$ cat config.mk
export PLATFORM = sky130hd
export DESIGN_NAME = source_text_tokenizer
export DESIGN_NICKNAME = d
export VERILOG_FILES = /design/src/rtl/stt_pkg.sv /design/src/rtl/stt_ctrl.sv /design/src/rtl/stt_datapath.sv /design/src/rtl/source_text_tokenizer.sv
export SDC_FILE = /design/constraint.sdc
export NUM_CORES = 1
export LEC_CHECK = 0
export BUFFER_PORTS_ARGS = -buffer_cell sky130_fd_sc_hd__buf_4
export CAP_MARGIN = 20
export CORE_UTILIZATION = 45
export DETAILED_ROUTE_END_ITERATION = 10
export PLACE_DENSITY_LB_ADDON = 0.3
export SETUP_SLACK_MARGIN = 0.5
export SYNTH_ARGS = -nofsm -noshare
export SYNTH_HDL_FRONTEND = slang
export SYNTH_SLANG_ARGS = --single-unit
$ cat constraint.sdc
create_clock -name clk -period 14 [get_ports clk]
set_input_delay 1.4 -clock clk [delete_from_list [all_inputs] [get_ports clk]]
set_output_delay 1.4 -clock clk [all_outputs]
set_load 0.02 [all_outputs]
$ cat src/rtl/stt_pkg.sv
package stt_pkg;

    localparam int OFFSET_BITS_DEF = 24;
    localparam int LINE_BITS_DEF   = 16;
    localparam int QUEUE_DEPTH     = 8;

    // scan modes of the tokenizer
    typedef enum logic [3:0] {
        M_IDLE    = 4'd0,
        M_SLASH   = 4'd1,
        M_LINEC   = 4'd2,
        M_BLOCKC  = 4'd3,
        M_STAR    = 4'd4,
        M_IDENT   = 4'd5,
        M_ZERO    = 4'd6,
        M_DEC     = 4'd7,
        M_HEX     = 4'd8,
        M_BIN     = 4'd9,
        M_DOT     = 4'd10,
        M_EXP     = 4'd11,
        M_EXPSIGN = 4'd12,
        M_EXPDIG  = 4'd13,
        M_STRING  = 4'd14,
        M_ESC     = 4'd15
    } mode_t;

    // controller states
    typedef enum logic [1:0] {
        S_WAIT  = 2'd0,
        S_SCAN  = 2'd1,
        S_DRAIN = 2'd2
    } ctrl_state_t;

    // token types
    localparam logic [2:0] TT_EOF     = 3'd0;
    localparam logic [2:0] TT_COMMENT = 3'd1;
    localparam logic [2:0] TT_IDENT   = 3'd2;
    localparam logic [2:0] TT_INTEGER = 3'd3;
    localparam logic [2:0] TT_FLOAT   = 3'd4;
    localparam logic [2:0] TT_STRING  = 3'd5;
    localparam logic [2:0] TT_SYMBOL  = 3'd6;
    localparam logic [2:0] TT_INVALID = 3'd7;

    // number mark bits
    localparam int NM_FLOAT = 0;
    localparam int NM_HEX   = 1;
    localparam int NM_BIN   = 2;

    // commands from controller to datapath
    typedef struct packed {
        logic accept;
        logic step;
        logic drain;
    } stt_cmd_t;

    // status from datapath to controller
    typedef struct packed {
        logic queue_empty;
        logic pend_valid;
        logic out_free;
    } stt_stat_t;

endpackage

$ cat src/rtl/stt_ctrl.sv
module stt_ctrl
    import stt_pkg::*;
(
    input  logic      clk,
    input  logic      rst_n,
    input  logic      in_valid,
    output logic      in_stall,
    input  stt_stat_t stat,
    output stt_cmd_t  cmd
);

    ctrl_state_t state_reg, state_next;

    // state register
    always_ff @(posedge clk or negedge rst_n)
    begin
        if (!rst_n)
        begin
            state_reg <= S_WAIT;
        end
        else
        begin
            state_reg <= state_next;
        end
    end

    // next state
    always_comb
    begin
        state_next = state_reg;
        unique case (state_reg)
            S_WAIT:
            begin
                if (in_valid)
                begin
                    state_next = S_SCAN;
                end
            end
            S_SCAN:
            begin
                if (stat.queue_empty)
                begin
                    state_next = S_DRAIN;
                end
            end
            S_DRAIN:
            begin
                if (!stat.pend_valid || stat.out_free)
                begin
                    state_next = S_WAIT;
                end
            end
            default:
            begin
                state_next = S_WAIT;
            end
        endcase
    end

    // outputs
    always_comb
    begin
        cmd      = '0;
        in_stall = 1'b1;
        unique case (state_reg)
            S_WAIT:
            begin
                in_stall   = 1'b0;
                cmd.accept = in_valid;
            end
            S_SCAN:
            begin
                cmd.step = !stat.queue_empty && stat.out_free;
            end
            S_DRAIN:
            begin
                cmd.drain = stat.pend_valid && stat.out_free;
            end
            default:
            begin
                in_stall = 1'b1;
            end
        endcase
    end

endmodule

$ cat src/rtl/stt_datapath.sv
module stt_datapath
    import stt_pkg::*;
#(
    parameter int OFFSET_BITS = OFFSET_BITS_DEF,
    parameter int LINE_BITS   = LINE_BITS_DEF
)
(
    input  logic                   clk,
    input  logic                   rst_n,
    input  logic [7:0]             text_byte,
    input  logic                   cfg_valid,
    input  logic                   cfg_data,
    input  logic                   out_stall,
    input  stt_cmd_t               cmd,
    output stt_stat_t              stat,
    output logic                   out_valid,
    output logic [2:0]             token_type,
    output logic [OFFSET_BITS-1:0] start_offset,
    output logic [OFFSET_BITS-1:0] token_length,
    output logic [LINE_BITS-1:0]   start_line,
    output logic [LINE_BITS-1:0]   start_column,
    output logic                   block_comment,
    output logic [7:0]             symbol_byte,
    output logic                   last_of_run
);

    localparam int OB = OFFSET_BITS;
    localparam int LB = LINE_BITS;
    localparam int QB = $clog2(QUEUE_DEPTH);

    function automatic logic [OB-1:0] sat_o(input logic [OB-1:0] v, input logic [2:0] k);
        logic [OB:0] s;
        s = {1'b0, v} + {{(OB - 2){1'b0}}, k};
        return s[OB] ? {OB{1'b1}} : s[OB-1:0];
    endfunction

    function automatic logic [LB-1:0] sat_l(input logic [LB-1:0] v, input logic [2:0] k);
        logic [LB:0] s;
        s = {1'b0, v} + {{(LB - 2){1'b0}}, k};
        return s[LB] ? {LB{1'b1}} : s[LB-1:0];
    endfunction

    // scanner state
    logic          utf8_reg;
    mode_t         mode_reg, mode_next;
    logic [OB-1:0] off_reg, off_next, tso_reg, tso_next;
    logic [LB-1:0] ln_reg, ln_next, col_reg, col_next;
    logic [LB-1:0] tsl_reg, tsl_next, tsc_reg, tsc_next;
    logic [2:0]    nm_reg, nm_next;
    logic [7:0]    held_reg [3];
    logic [7:0]    held_next [3];
    logic [1:0]    hcnt_reg, hcnt_next;

    // byte queue for rescans
    logic [7:0]    q_reg [QUEUE_DEPTH];
    logic [7:0]    q_next [QUEUE_DEPTH];
    logic [QB:0]   qn_reg, qn_next;

    // pending token and output register
    logic          pend_valid_reg;
    logic [2:0]    p_type_reg;
    logic [OB-1:0] p_off_reg, p_len_reg;
    logic [LB-1:0] p_ln_reg, p_col_reg;
    logic          p_blk_reg;
    logic [7:0]    p_sym_reg;

    logic          out_valid_reg;
    logic [2:0]    o_type_reg;
    logic [OB-1:0] o_off_reg, o_len_reg;
    logic [LB-1:0] o_ln_reg, o_col_reg;
    logic          o_blk_reg;
    logic [7:0]    o_sym_reg;
    logic          o_last_reg;

    // emit and push results of one step
    logic          e_valid;
    logic [2:0]    e_type;
    logic [OB-1:0] e_off, e_len;
    logic [LB-1:0] e_ln, e_col;
    logic          e_blk;
    logic [7:0]    e_sym;
    logic [7:0]    p_b [4];
    logic [2:0]    p_n;

    logic [7:0]    b;
    logic          is_dig, is_hex, id_start, out_free;

    assign b        = q_reg[0];
    assign is_dig   = (b >= "0") && (b <= "9");
    assign is_hex   = is_dig || ((b >= "a") && (b <= "f")) || ((b >= "A") && (b <= "F"));
    assign id_start = ((b >= "a") && (b <= "z")) || ((b >= "A") && (b <= "Z"))
                      || (b == "_") || (utf8_reg && b[7]);
    assign out_free = !out_valid_reg || !out_stall;

    assign stat.queue_empty = (qn_reg == '0);
    assign stat.pend_valid  = pend_valid_reg;
    assign stat.out_free    = out_free;

    // one scan step on the head byte of the queue
    always_comb
    begin
        logic       hex;
        logic [2:0] ck;
        logic [1:0] hc;

        mode_next = mode_reg;
        off_next  = off_reg;
        ln_next   = ln_reg;
        col_next  = col_reg;
        tso_next  = tso_reg;
        tsl_next  = tsl_reg;
        tsc_next  = tsc_reg;
        nm_next   = nm_reg;
        hcnt_next = hcnt_reg;
        for (int i = 0; i < 3; i++)
        begin
            held_next[i] = held_reg[i];
        end
        e_valid = 1'b0;
        e_type  = TT_EOF;
        e_off   = off_reg;
        e_len   = '0;
        e_ln    = ln_reg;
        e_col   = col_reg;
        e_blk   = 1'b0;
        e_sym   = 8'd0;
        for (int i = 0; i < 4; i++)
        begin
            p_b[i] = 8'd0;
        end
        p_n = 3'd0;
        hex = 1'b0;
        hc  = hcnt_reg;
        ck  = {1'b0, hcnt_reg} + 3'd1;

        case (mode_reg)
            M_IDLE:
            begin
                if (b == 8'd0)
                begin
                    e_valid  = 1'b1;
                    e_type   = TT_EOF;
                    off_next = '0;
                    ln_next  = {{(LB - 1){1'b0}}, 1'b1};
                    col_next = {{(LB - 1){1'b0}}, 1'b1};
                end
                else if (b == " " || b == 8'h09 || b == 8'h0D)
                begin
                    off_next = sat_o(off_reg, 3'd1);
                    col_next = sat_l(col_reg, 3'd1);
                end
                else if (b == 8'h0A)
                begin
                    off_next = sat_o(off_reg, 3'd1);
                    ln_next  = sat_l(ln_reg, 3'd1);
                    col_next = {{(LB - 1){1'b0}}, 1'b1};
                end
                else if (b == "/" || id_start || is_dig || b == "\"")
                begin
                    tso_next = off_reg;
                    tsl_next = ln_reg;
                    tsc_next = col_reg;
                    off_next = sat_o(off_reg, 3'd1);
                    col_next = sat_l(col_reg, 3'd1);
                    if (b == "/")
                    begin
                        mode_next = M_SLASH;
                    end
                    else if (id_start)
                    begin
                        mode_next = M_IDENT;
                    end
                    else if (is_dig)
                    begin
                        nm_next   = 3'd0;
                        mode_next = (b == "0") ? M_ZERO : M_DEC;
                    end
                    else
                    begin
                        tso_next  = sat_o(off_reg, 3'd1);
                        mode_next = M_STRING;
                    end
                end
                else
                begin
                    e_valid  = 1'b1;
                    e_len    = {{(OB - 1){1'b0}}, 1'b1};
                    if (b >= 8'h20 && b <= 8'h7E)
                    begin
                        e_type = TT_SYMBOL;
                        e_sym  = b;
                    end
                    else
                    begin
                        e_type = TT_INVALID;
                    end
                    off_next = sat_o(off_reg, 3'd1);
                    col_next = sat_l(col_reg, 3'd1);
                end
            end
            M_SLASH:
            begin
                if (b == "/" || b == "*")
                begin
                    off_next  = sat_o(off_reg, 3'd1);
                    col_next  = sat_l(col_reg, 3'd1);
                    tso_next  = sat_o(off_reg, 3'd1);
                    mode_next = (b == "*") ? M_BLOCKC : M_LINEC;
                end
                else
                begin
                    e_valid   = 1'b1;
                    e_type    = TT_SYMBOL;
                    e_off     = tso_reg;
                    e_len     = {{(OB - 1){1'b0}}, 1'b1};
                    e_ln      = tsl_reg;
                    e_col     = tsc_reg;
                    e_sym     = "/";
                    mode_next = M_IDLE;
                    p_b[0]    = b;
                    p_n       = 3'd1;
                end
            end
            M_LINEC:
            begin
                if (b == 8'd0 || b == 8'h0A)
                begin
                    e_valid   = 1'b1;
                    e_type    = TT_COMMENT;
                    mode_next = M_IDLE;
                    p_b[0]    = b;
                    p_n       = 3'd1;
                end
                else
                begin
                    off_next = sat_o(off_reg, 3'd1);
                    col_next = sat_l(col_reg, 3'd1);
                end
            end
            M_BLOCKC:
            begin
                if (b == 8'd0)
                begin
                    e_valid   = 1'b1;
                    e_type    = TT_COMMENT;
                    e_blk     = 1'b1;
                    mode_next = M_IDLE;
                    p_b[0]    = b;
                    p_n       = 3'd1;
                end
                else if (b == "*")
                begin
                    if (hcnt_reg != 2'd3)
                    begin
                        held_next[hcnt_reg] = b;
                        hcnt_next = hcnt_reg + 2'd1;
                    end
                    mode_next = M_STAR;
                end
                else if (b == 8'h0A)
                begin
                    off_next = sat_o(off_reg, 3'd1);
                    ln_next  = sat_l(ln_reg, 3'd1);
                    col_next = {{(LB - 1){1'b0}}, 1'b1};
                end
                else
                begin
                    off_next = sat_o(off_reg, 3'd1);
                    col_next = sat_l(col_reg, 3'd1);
                end
            end
            M_STAR:
            begin
                hcnt_next = 2'd0;
                if (b == "/")
                begin
                    e_valid   = 1'b1;
                    e_type    = TT_COMMENT;
                    e_blk     = 1'b1;
                    off_next  = sat_o(off_reg, ck);
                    col_next  = sat_l(col_reg, ck);
                    mode_next = M_IDLE;
                end
                else
                begin
                    off_next  = sat_o(off_reg, {1'b0, hcnt_reg});
                    col_next  = sat_l(col_reg, {1'b0, hcnt_reg});
                    mode_next = M_BLOCKC;
                    p_b[0]    = b;
                    p_n       = 3'd1;
                end
            end
            M_IDENT:
            begin
                if (is_dig || id_start)
                begin
                    off_next = sat_o(off_reg, 3'd1);
                    col_next = sat_l(col_reg, 3'd1);
                end
                else
                begin
                    e_valid   = 1'b1;
                    e_type    = TT_IDENT;
                    mode_next = M_IDLE;
                    p_b[0]    = b;
                    p_n       = 3'd1;
                end
            end
            M_ZERO:
            begin
                if (b == "x" || b == "X")
                begin
                    off_next  = sat_o(off_reg, 3'd1);
                    col_next  = sat_l(col_reg, 3'd1);
                    nm_next   = 3'b010;
                    mode_next = M_HEX;
                end
                else if (b == "b" || b == "B")
                begin
                    off_next  = sat_o(off_reg, 3'd1);
                    col_next  = sat_l(col_reg, 3'd1);
                    nm_next   = 3'b100;
                    mode_next = M_BIN;
                end
                else
                begin
                    mode_next = M_DEC;
                    p_b[0]    = b;
                    p_n       = 3'd1;
                end
            end
            M_DEC, M_HEX:
            begin
                hex = (mode_reg == M_HEX);
                if (hex ? is_hex : is_dig)
                begin
                    off_next = sat_o(off_reg, 3'd1);
                    col_next = sat_l(col_reg, 3'd1);
                end
                else if ((b == "." && !nm_reg[NM_FLOAT])
                         || (hex ? (b == "p" || b == "P") : (b == "e" || b == "E")))
                begin
                    if (hcnt_reg != 2'd3)
                    begin
                        held_next[hcnt_reg] = b;
                        hcnt_next = hcnt_reg + 2'd1;
                    end
                    mode_next = (b == "." && !nm_reg[NM_FLOAT]) ? M_DOT : M_EXP;
                end
                else
                begin
                    e_valid   = 1'b1;
                    e_type    = nm_reg[NM_FLOAT] ? TT_FLOAT : TT_INTEGER;
                    mode_next = M_IDLE;
                    p_b[0]    = b;
                    p_n       = 3'd1;
                end
            end
            M_BIN, M_EXPDIG:
            begin
                if ((mode_reg == M_BIN) ? (b == "0" || b == "1") : is_dig)
                begin
                    off_next = sat_o(off_reg, 3'd1);
                    col_next = sat_l(col_reg, 3'd1);
                end
                else
                begin
                    e_valid   = 1'b1;
                    e_type    = nm_reg[NM_FLOAT] ? TT_FLOAT : TT_INTEGER;
                    mode_next = M_IDLE;
                    p_b[0]    = b;
                    p_n       = 3'd1;
                end
            end
            M_DOT, M_EXP, M_EXPSIGN:
            begin
                hex = nm_reg[NM_HEX];
                if ((mode_reg == M_DOT) ? (hex ? is_hex : is_dig) : is_dig)
                begin
                    off_next  = sat_o(off_reg, ck);
                    col_next  = sat_l(col_reg, ck);
                    hcnt_next = 2'd0;
                    nm_next   = nm_reg | 3'b001;
                    if (mode_reg == M_DOT)
                    begin
                        mode_next = hex ? M_HEX : M_DEC;
                    end
                    else
                    begin
                        mode_next = M_EXPDIG;
                    end
                end
                else if (mode_reg == M_EXP && (b == "+" || b == "-"))
                begin
                    if (hcnt_reg != 2'd3)
                    begin
                        held_next[hcnt_reg] = b;
                        hcnt_next = hcnt_reg + 2'd1;
                    end
                    mode_next = M_EXPSIGN;
                end
                else
                begin
                    // number ends before the held bytes, which are rescanned
                    e_valid   = 1'b1;
                    e_type    = nm_reg[NM_FLOAT] ? TT_FLOAT : TT_INTEGER;
                    hcnt_next = 2'd0;
                    mode_next = M_IDLE;
                    for (int i = 0; i < 4; i++)
                    begin
                        if (i < 3 && i < int'(hc))
                        begin
                            p_b[i] = held_reg[i[1:0]];
                        end
                        else if (i == int'(hc))
                        begin
                            p_b[i] = b;
                        end
                    end
                    p_n = ck;
                end
            end
            M_STRING:
            begin
                if (b == 8'd0)
                begin
                    e_valid   = 1'b1;
                    e_type    = TT_STRING;
                    mode_next = M_IDLE;
                    p_b[0]    = b;
                    p_n       = 3'd1;
                end
                else if (b == "\\")
                begin
                    off_next  = sat_o(off_reg, 3'd1);
                    col_next  = sat_l(col_reg, 3'd1);
                    mode_next = M_ESC;
                end
                else if (b == "\"")
                begin
                    e_valid   = 1'b1;
                    e_type    = TT_STRING;
                    off_next  = sat_o(off_reg, 3'd1);
                    col_next  = sat_l(col_reg, 3'd1);
                    mode_next = M_IDLE;
                end
                else if (b == 8'h0A)
                begin
                    off_next = sat_o(off_reg, 3'd1);
                    ln_next  = sat_l(ln_reg, 3'd1);
                    col_next = {{(LB - 1){1'b0}}, 1'b1};
                end
                else
                begin
                    off_next = sat_o(off_reg, 3'd1);
                    col_next = sat_l(col_reg, 3'd1);
                end
            end
            default:
            begin
                // escape: one byte of body, end of source is rescanned
                mode_next = M_STRING;
                if (b == 8'd0)
                begin
                    p_b[0] = b;
                    p_n    = 3'd1;
                end
                else
                begin
                    off_next = sat_o(off_reg, 3'd1);
                    col_next = sat_l(col_reg, 3'd1);
                end
            end
        endcase

        // started tokens take position from the token start registers
        if (e_valid && e_type != TT_EOF && e_type != TT_SYMBOL && e_type != TT_INVALID)
        begin
            e_off = tso_reg;
            e_len = (off_reg >= tso_reg) ? (off_reg - tso_reg) : '0;
            e_ln  = tsl_reg;
            e_col = tsc_reg;
        end
    end

    // queue after a step: pushed bytes ahead of the rest
    always_comb
    begin
        logic [QB+1:0] idx;
        logic [QB+1:0] total;
        logic          do_push;

        total   = {1'b0, qn_reg} - {{(QB + 1){1'b0}}, 1'b1} + {{(QB - 1){1'b0}}, p_n};
        do_push = (total <= (QB + 2)'(QUEUE_DEPTH));
        qn_next = do_push ? total[QB:0] : (qn_reg - {{QB{1'b0}}, 1'b1});
        for (int i = 0; i < QUEUE_DEPTH; i++)
        begin
            idx = do_push ? ((QB + 2)'(i) + (QB + 2)'(1) - {{(QB - 1){1'b0}}, p_n})
                          : ((QB + 2)'(i) + (QB + 2)'(1));
            if (do_push && i < 4 && (i < int'(p_n)))
            begin
                q_next[i] = p_b[i[1:0]];
            end
            else if (idx < (QB + 2)'(QUEUE_DEPTH))
            begin
                q_next[i] = q_reg[idx[QB-1:0]];
            end
            else
            begin
                q_next[i] = 8'd0;
            end
        end
    end

    // control state
    always_ff @(posedge clk or negedge rst_n)
    begin
        if (!rst_n)
        begin
            utf8_reg       <= 1'b0;
            mode_reg       <= M_IDLE;
            off_reg        <= '0;
            ln_reg         <= {{(LB - 1){1'b0}}, 1'b1};
            col_reg        <= {{(LB - 1){1'b0}}, 1'b1};
            tso_reg        <= '0;
            tsl_reg        <= {{(LB - 1){1'b0}}, 1'b1};
            tsc_reg        <= {{(LB - 1){1'b0}}, 1'b1};
            nm_reg         <= 3'd0;
            hcnt_reg       <= 2'd0;
            qn_reg         <= '0;
            pend_valid_reg <= 1'b0;
            out_valid_reg  <= 1'b0;
        end
        else
        begin
            if (cfg_valid)
            begin
                utf8_reg <= cfg_data;
            end
            if (cmd.accept)
            begin
                qn_reg <= {{QB{1'b0}}, 1'b1};
            end
            else if (cmd.step)
            begin
                mode_reg <= mode_next;
                off_reg  <= off_next;
                ln_reg   <= ln_next;
                col_reg  <= col_next;
                tso_reg  <= tso_next;
                tsl_reg  <= tsl_next;
                tsc_reg  <= tsc_next;
                nm_reg   <= nm_next;
                hcnt_reg <= hcnt_next;
                qn_reg   <= qn_next;
            end
            // output register load and release
            if ((cmd.step && e_valid && pend_valid_reg) || cmd.drain)
            begin
                out_valid_reg <= 1'b1;
            end
            else if (!out_stall)
            begin
                out_valid_reg <= 1'b0;
            end
            if (cmd.step && e_valid)
            begin
                pend_valid_reg <= 1'b1;
            end
            else if (cmd.drain)
            begin
                pend_valid_reg <= 1'b0;
            end
        end
    end

    // payload registers
    always_ff @(posedge clk)
    begin
        if (cmd.accept)
        begin
            q_reg[0] <= text_byte;
        end
        else if (cmd.step)
        begin
            for (int i = 0; i < QUEUE_DEPTH; i++)
            begin
                q_reg[i] <= q_next[i];
            end
            for (int i = 0; i < 3; i++)
            begin
                held_reg[i] <= held_next[i];
            end
        end
        if ((cmd.step && e_valid && pend_valid_reg) || cmd.drain)
        begin
            o_type_reg <= p_type_reg;
            o_off_reg  <= p_off_reg;
            o_len_reg  <= p_len_reg;
            o_ln_reg   <= p_ln_reg;
            o_col_reg  <= p_col_reg;
            o_blk_reg  <= p_blk_reg;
            o_sym_reg  <= p_sym_reg;
            o_last_reg <= cmd.drain;
        end
        if (cmd.step && e_valid)
        begin
            p_type_reg <= e_type;
            p_off_reg  <= e_off;
            p_len_reg  <= e_len;
            p_ln_reg   <= e_ln;
            p_col_reg  <= e_col;
            p_blk_reg  <= e_blk;
            p_sym_reg  <= e_sym;
        end
    end

    assign out_valid     = out_valid_reg;
    assign token_type    = o_type_reg;
    assign start_offset  = o_off_reg;
    assign token_length  = o_len_reg;
    assign start_line    = o_ln_reg;
    assign start_column  = o_col_reg;
    assign block_comment = o_blk_reg;
    assign symbol_byte   = o_sym_reg;
    assign last_of_run   = o_last_reg;

endmodule

$ cat src/rtl/source_text_tokenizer.sv
// Streaming tokenizer for C-like source text.
// Input channel: in_valid / in_stall with text_byte; one byte per transfer,
// byte 0 ends the source and returns offset, line and column to 0, 1, 1.
// Output channel: out_valid / out_stall with one token per transfer; a byte
// may cause zero to four tokens, and last_of_run marks the final one.
// Config channel: cfg_valid / cfg_ready with cfg_data (utf8_idents); always
// ready; the user must write it only while the block is idle; not enforced.
// Each byte goes through these steps in order: accept, one scan step per queued
// byte (the byte itself and every rescanned byte), a check that sees the queue
// empty, and a drain that hands over the last token of the run. The shared scan
// step takes one queued byte per cycle while the output is not stalled; a new
// byte is accepted only after the run of the previous one is done.
// A token is seen on the outputs in the cycle after the step that finishes the
// next token or the drain step; a stalled output holds its token and blocks
// further scan steps until the transfer completes.
// Reset clears scan mode and counters and returns to waiting for a byte.
module source_text_tokenizer
    import stt_pkg::*;
#(
    parameter int OFFSET_BITS = OFFSET_BITS_DEF,
    parameter int LINE_BITS   = LINE_BITS_DEF
)
(
    input  logic                   clk,
    input  logic                   rst_n,
    input  logic                   in_valid,
    output logic                   in_stall,
    input  logic [7:0]             text_byte,
    input  logic                   cfg_valid,
    output logic                   cfg_ready,
    input  logic                   cfg_data,
    output logic                   out_valid,
    input  logic                   out_stall,
    output logic [2:0]             token_type,
    output logic [OFFSET_BITS-1:0] start_offset,
    output logic [OFFSET_BITS-1:0] token_length,
    output logic [LINE_BITS-1:0]   start_line,
    output logic [LINE_BITS-1:0]   start_column,
    output logic                   block_comment,
    output logic [7:0]             symbol_byte,
    output logic                   last_of_run
);

    stt_cmd_t  cmd;
    stt_stat_t stat;

    assign cfg_ready = 1'b1;

    // sequencer
    stt_ctrl u_ctrl (
        .clk      (clk),
        .rst_n    (rst_n),
        .in_valid (in_valid),
        .in_stall (in_stall),
        .stat     (stat),
        .cmd      (cmd)
    );

    // scanner, rescan queue and token registers
    stt_datapath #(
        .OFFSET_BITS (OFFSET_BITS),
        .LINE_BITS   (LINE_BITS)
    ) u_dp (
        .clk           (clk),
        .rst_n         (rst_n),
        .text_byte     (text_byte),
        .cfg_valid     (cfg_valid),
        .cfg_data      (cfg_data),
        .out_stall     (out_stall),
        .cmd           (cmd),
        .stat          (stat),
        .out_valid     (out_valid),
        .token_type    (token_type),
        .start_offset  (start_offset),
        .token_length  (token_length),
        .start_line    (start_line),
        .start_column  (start_column),
        .block_comment (block_comment),
        .symbol_byte   (symbol_byte),
        .last_of_run   (last_of_run)
    );

endmodule

Word-level counts from Yosys, hierarchy flattened
Memory sizes are Yosys's and may differ from the RTL's.
Index checks and enable logic that the tools add are counted.
Operators by class
  reductions and logical operators: 75
  equal/unequal tests: 78
  bitwise operators: 7
  order comparisons: 29
  $add $sub $neg: 21
  mux-type cells: 257
Operator list (count)
  24-bit two-way mux: 39
  16-bit two-way mux: 36
  8-bit two-way mux: 36
  24-bit case mux with 10 select lines: 1
  16-bit case mux with 11 select lines: 1
  4-bit two-way mux: 27
  24-bit case mux with 2 select lines: 2
  8-bit by 7-bit equality test with 1-bit output, second input constant: 10
  8-bit by 6-bit equality test with 1-bit output, second input constant: 9
  24-bit case mux with 3 select lines: 1
  8-bit case mux with 9 select lines: 1
  32-bit two-way mux: 2
  3-bit two-way mux: 18
  1-bit two-way mux: 51
  16-bit case mux with 3 select lines: 1
  12-bit AND reduction: 4
  4-bit case mux with 11 select lines: 1
  2-bit two-way mux: 21
  8-bit by 7-bit less-or-equal comparator with 1-bit output, second input constant: 5
  5-bit by 4-bit less-than comparator with 1-bit output, second input constant: 8
  5-bit two-way mux: 8
  16-bit by 1-bit adder with 17-bit output, second input constant: 2
  2-bit inequality test, second input constant: 16
  3-bit case mux with 10 select lines: 1
  other kinds (69): 166
Storage, ports and cells
  memories kept: 2
  RAM bits: 88
  word-level logic and storage cells: 499
  register bits: 314
  output and inout bits: 96
Memory list
  u_dp.q_reg: depth 8, width 8, rd ports 9, clocked after memory_dff 0, wr ports 8, line stt_datapath.sv:55  | logic [7:0] q_reg [QUEUE_DEPTH];
  u_dp.held_reg: depth 3, width 8, rd ports 3, clocked after memory_dff 0, wr ports 3, line stt_datapath.sv:50  | logic [7:0] held_reg [3];

Logic depth before layout (Yosys ltp)
An unclocked memory read counts as a cell.
  depth in word-level cells: 19
  mapped depth: 25

Hierarchy
A second synthesis with hierarchy kept.
Unflattened totals
  cell total of the unflattened synthesis: 2427
  area, all modules: 23577.6 sq um
By module, submodules not included
  stt_datapath: cells each 2412, times used 1, area an instance 23440.0 sq um
  stt_ctrl: cells each 13, times used 1, area an instance 126.4 sq um
  source_text_tokenizer: cells each 2, times used 1, area an instance 11.3 sq um

Worst setup path before layout
No wires, ideal clock.
  path type: reg-to-reg
  start point: mem u_dp.q_reg[0][0]
  end point: reg u_dp.o_blk_reg, in the netlist u_dp.block_comment, enable pin
  buffers on the path: 2
  data arrival time: 6.592 ns
  library setup time: 0.564 ns
  data required time: 13.436 ns
  cell stages (with the launch flop): 11
  setup slack: 6.844 ns
  cell sequence: edfxtp_1 -> clkbuf_1 -> buf_1 -> a21oi_1 -> nor4_1 -> o21a_1 -> nand2_1 -> or3b_2 -> nand2_1 -> o41ai_1 -> o21bai_1
RTL lines
  start: declaration: line stt_datapath.sv:55
  end signal: assignment: line stt_datapath.sv:602  | o_blk_reg <= p_blk_reg;
  end: declaration: line stt_datapath.sv:71  | logic o_blk_reg;

==> metrics <==
clock slew at reported path FFs 0.06 ns; share of the synthesized area in the top cell type between 30% and 40%; Hold Crit Class reg2reg; RSZ-0062 raised after global routing no; first-pass GRT wire length roughly 110 mm; ANT nets after route 0; number of synthesized register bits between 400 and 500; post-synthesis compound-gate area fraction roughly a fifth; post-synthesis mux area share 7.31%; critical path required time between 10 and 15 ns; initial antenna violation count 0; Yosys Warn Count 0; hold path cells 0; post-DR wirelength/cell between 20 and 25 um; R2R Setup Slk about 5.7 ns; vias in the first global route ~20000; layout cell share with drive strength beyond 1 14.3%; sequential share of the synthesized area a little under half; main combinational cell family by area after synthesis compound AO/OA/AOI/OAI gates; most frequent cells in the layout 273 x edfxtp_1, 264 x nand2_1, 191 x nor2_1; dpl cell area between 20000 and 30000 um2; final wirelength about 73 mm; max reg flops 64; Slew Limit Headroom a little under a fifth; Worst-Skew Late Latency roughly 0.60 ns; syn nets around 2600; period utilization about three fifths; Synth area leaders edfxtp_1 34%, dfrtp_1 13%, mux2_2 4.4%; post_cts resized 0; Setup Buffers After CTS 0; Starting Density between 40% and 50%; CTS Buffer Depth 3; CTS H-Tree Depth 2; met1 usage about a third; die area about 55000 um2; Fill cells between 4000 and 5000; worst r2r src u_dp.q_reg[0][4]; area occupied by multi-input gates 11900 um2; Crit Path Class reg2reg; Rows between 80 and 90; Layout area overhead 11.4%; FF+latch area 11400 um2; Post-synth EDFFs approximately 270; cts hold-fix bufs 0; RePlAce Congestion around 0.96; Post-Synth Adder-Cell Area 3.27%; max frequency between 100 and 150 MHz; Congestion Overflow GR 0; Crit Path Max Fanout 43; xor and xnor fraction of the mapped netlist area under 10%; initial DRC count between 2000 and 2500; Vias roughly 21000; final-report hold violation count 0; simple-gate area share of the yosys netlist 16.1%; Crit path largest cell delay 0.90 ns; Avg Vias per Cell approximately 6.4; post-synthesis async set-or-reset flop share between 30% and 40%; largest net degree at the start of global routing 76; Hold Path End u_dp.start_column[5]; io pins 110; GRT met3 Usage under 10%; Clock Skew ~0.032 ns; mapped cell area between 20000 and 25000 um2; Min Clock Period, post-route around 8.3 ns; Nets between 2000 and 3000; CP Capture Type flop; FF-to-FF path depth 17; Max-Cap Viols 0; actual slew at the worst max-slew pin about 1.2 ns; GRT busiest layer met2; clock sink total approximately 400; ys flop type edfxtp_1; CTS root buffer clkbuf_16; commonest non-fill, non-tap cell in the layout edfxtp_1; min setup slack post-route ~5.7 ns; worst path cell trace or4b_4 -> or4_4 -> o211a_2 -> a2111oi_4 -> nand2_2 -> inv_2 -> ha_1 -> inv_1 -> ha_1 -> inv_1 -> fa_1 -> nand3b_1 -> a21oi_1 -> mux2_2 -> nand2_2 -> nor3_1 -> a21oi_1; Synth Area per Inst between 9 and 10 um2; Final Instance Area between 20000 and 30000 um2; Post-Route Utilization between 50% and 60%; fin. max-slew vios 0; final setup fails 0; Mapped Cells approximately 2500; met2 usage approximately 43%; min-delay src u_dp.p_col_reg[5]; pre-CTS setup slack 5.92 ns; dpl hpwl a little over 50 mm; Die Span X between 200 and 250 um; Total GRT Usage around 26%; startpoint types flop; # port buffers roughly 110; Die H around 230 um; Worst path slowest cell nor3_1; status completed; first-pass detailed-route iteration total 9; capturing point of the worst reg2reg path u_dp.q_reg[3][3]; CTS tree done; total CTS buffers 45; Synth area leader edfxtp_1; core box area 53100 um2; Antenna diodes 0; Crit path arrival time 8.58 ns; Unique masters post-synth between 90 and 100; DRC 0; Setup TNS 0 ns
-- final cells by class --
cell class | count | area share (%)
Multi-Input combinational cell | 1829 | 44.0
Clock buffer | 55 | 4.40
Timing Repair Buffer | 148 | 4.10
Inverter | 83 | 1.16
Tap cell | 688 | 3.17
Sequential cell | 402 | 42.1
Clock inverter | 26 | 1.06
-- logic make-up after synthesis --
logic type | count (synthesis)
flops | 402
compound gates | 725
buf+inv | 264
xor+xnor | 65
simple gates | 811
other cells | 2
mux | 166
fa+ha+maj | 60
-- per-stage QoR --
stage | hold WS (ns) | std cells
global placement | 0.402 | 3148
floorplan | 0.400 | 2495
finish | 0.414 | 3231
global route | 0.420 | 3231
detailed placement | 0.405 | 3149
CTS | 0.417 | 3230
-- metal layers --
metal | part of all wire (%) | vias up
li1 | - | 9421
met1 | 42 | 10044
met2 | 47 | 1002
met3 | 7.6 | 193
met4 | 3.6 | 0
met5 | 0 | -
-- cells in the mapped netlist (17+ instances only) --
cell type / count
edfxtp_1: 273
nand2_1: 265
nor2_1: 192
o21ai_0: 184
a21oi_1: 162
clkbuf_1: 149
dfrtp_1: 125
mux2_2: 95
nand3_1: 84
inv_1: 82
mux2i_1: 71
nor3_1: 61
ha_1: 54
a31oi_1: 44
a21o_1: 43
xnor2_1: 43
nand4_1: 31
o211ai_1: 31
o22ai_1: 22
o31ai_1: 22
xor2_1: 22
and2_1: 21
nor4_1: 21
o221ai_1: 21
a211oi_1: 18
or3_1: 17
-- worst max-delay path: cells and delay by family, from the launching register on --
kind                       cells  cell delay (ns)
muxes                          1             0.59
buffers and inverters          3             0.94
DFF                            1             0.71
adders and majority gates      3             0.65
AOI/OAI and AO/OA              4             1.44
and+or+nand+nor                6             3.60
-- worst max-delay path by stage --
| stage | slack, ns | endpoint | startpoint | depth (start not counted) |
|---|---|---|---|---|
| finish | 5.67 | u_dp.q_reg[3][3] | u_dp.q_reg[0][4] | 17 |
| global route | 5.19 | u_dp.q_reg[3][3] | u_dp.q_reg[0][5] | 17 |
| CTS | 5.89 | u_dp.q_reg[3][3] | u_dp.q_reg[0][3] | 18 |
| detailed placement | 5.92 | u_dp.q_reg[3][3] | u_dp.q_reg[0][4] | 17 |
| global placement | 6.00 | u_dp.q_reg[3][3] | u_dp.q_reg[0][3] | 18 |
| floorplan | 6.84 | u_dp.block_comment | u_dp.q_reg[0][0] | 10 |
Power is not shown: default switching activity piles up to over one toggle a cycle in this logic, so the estimate is an artifact.
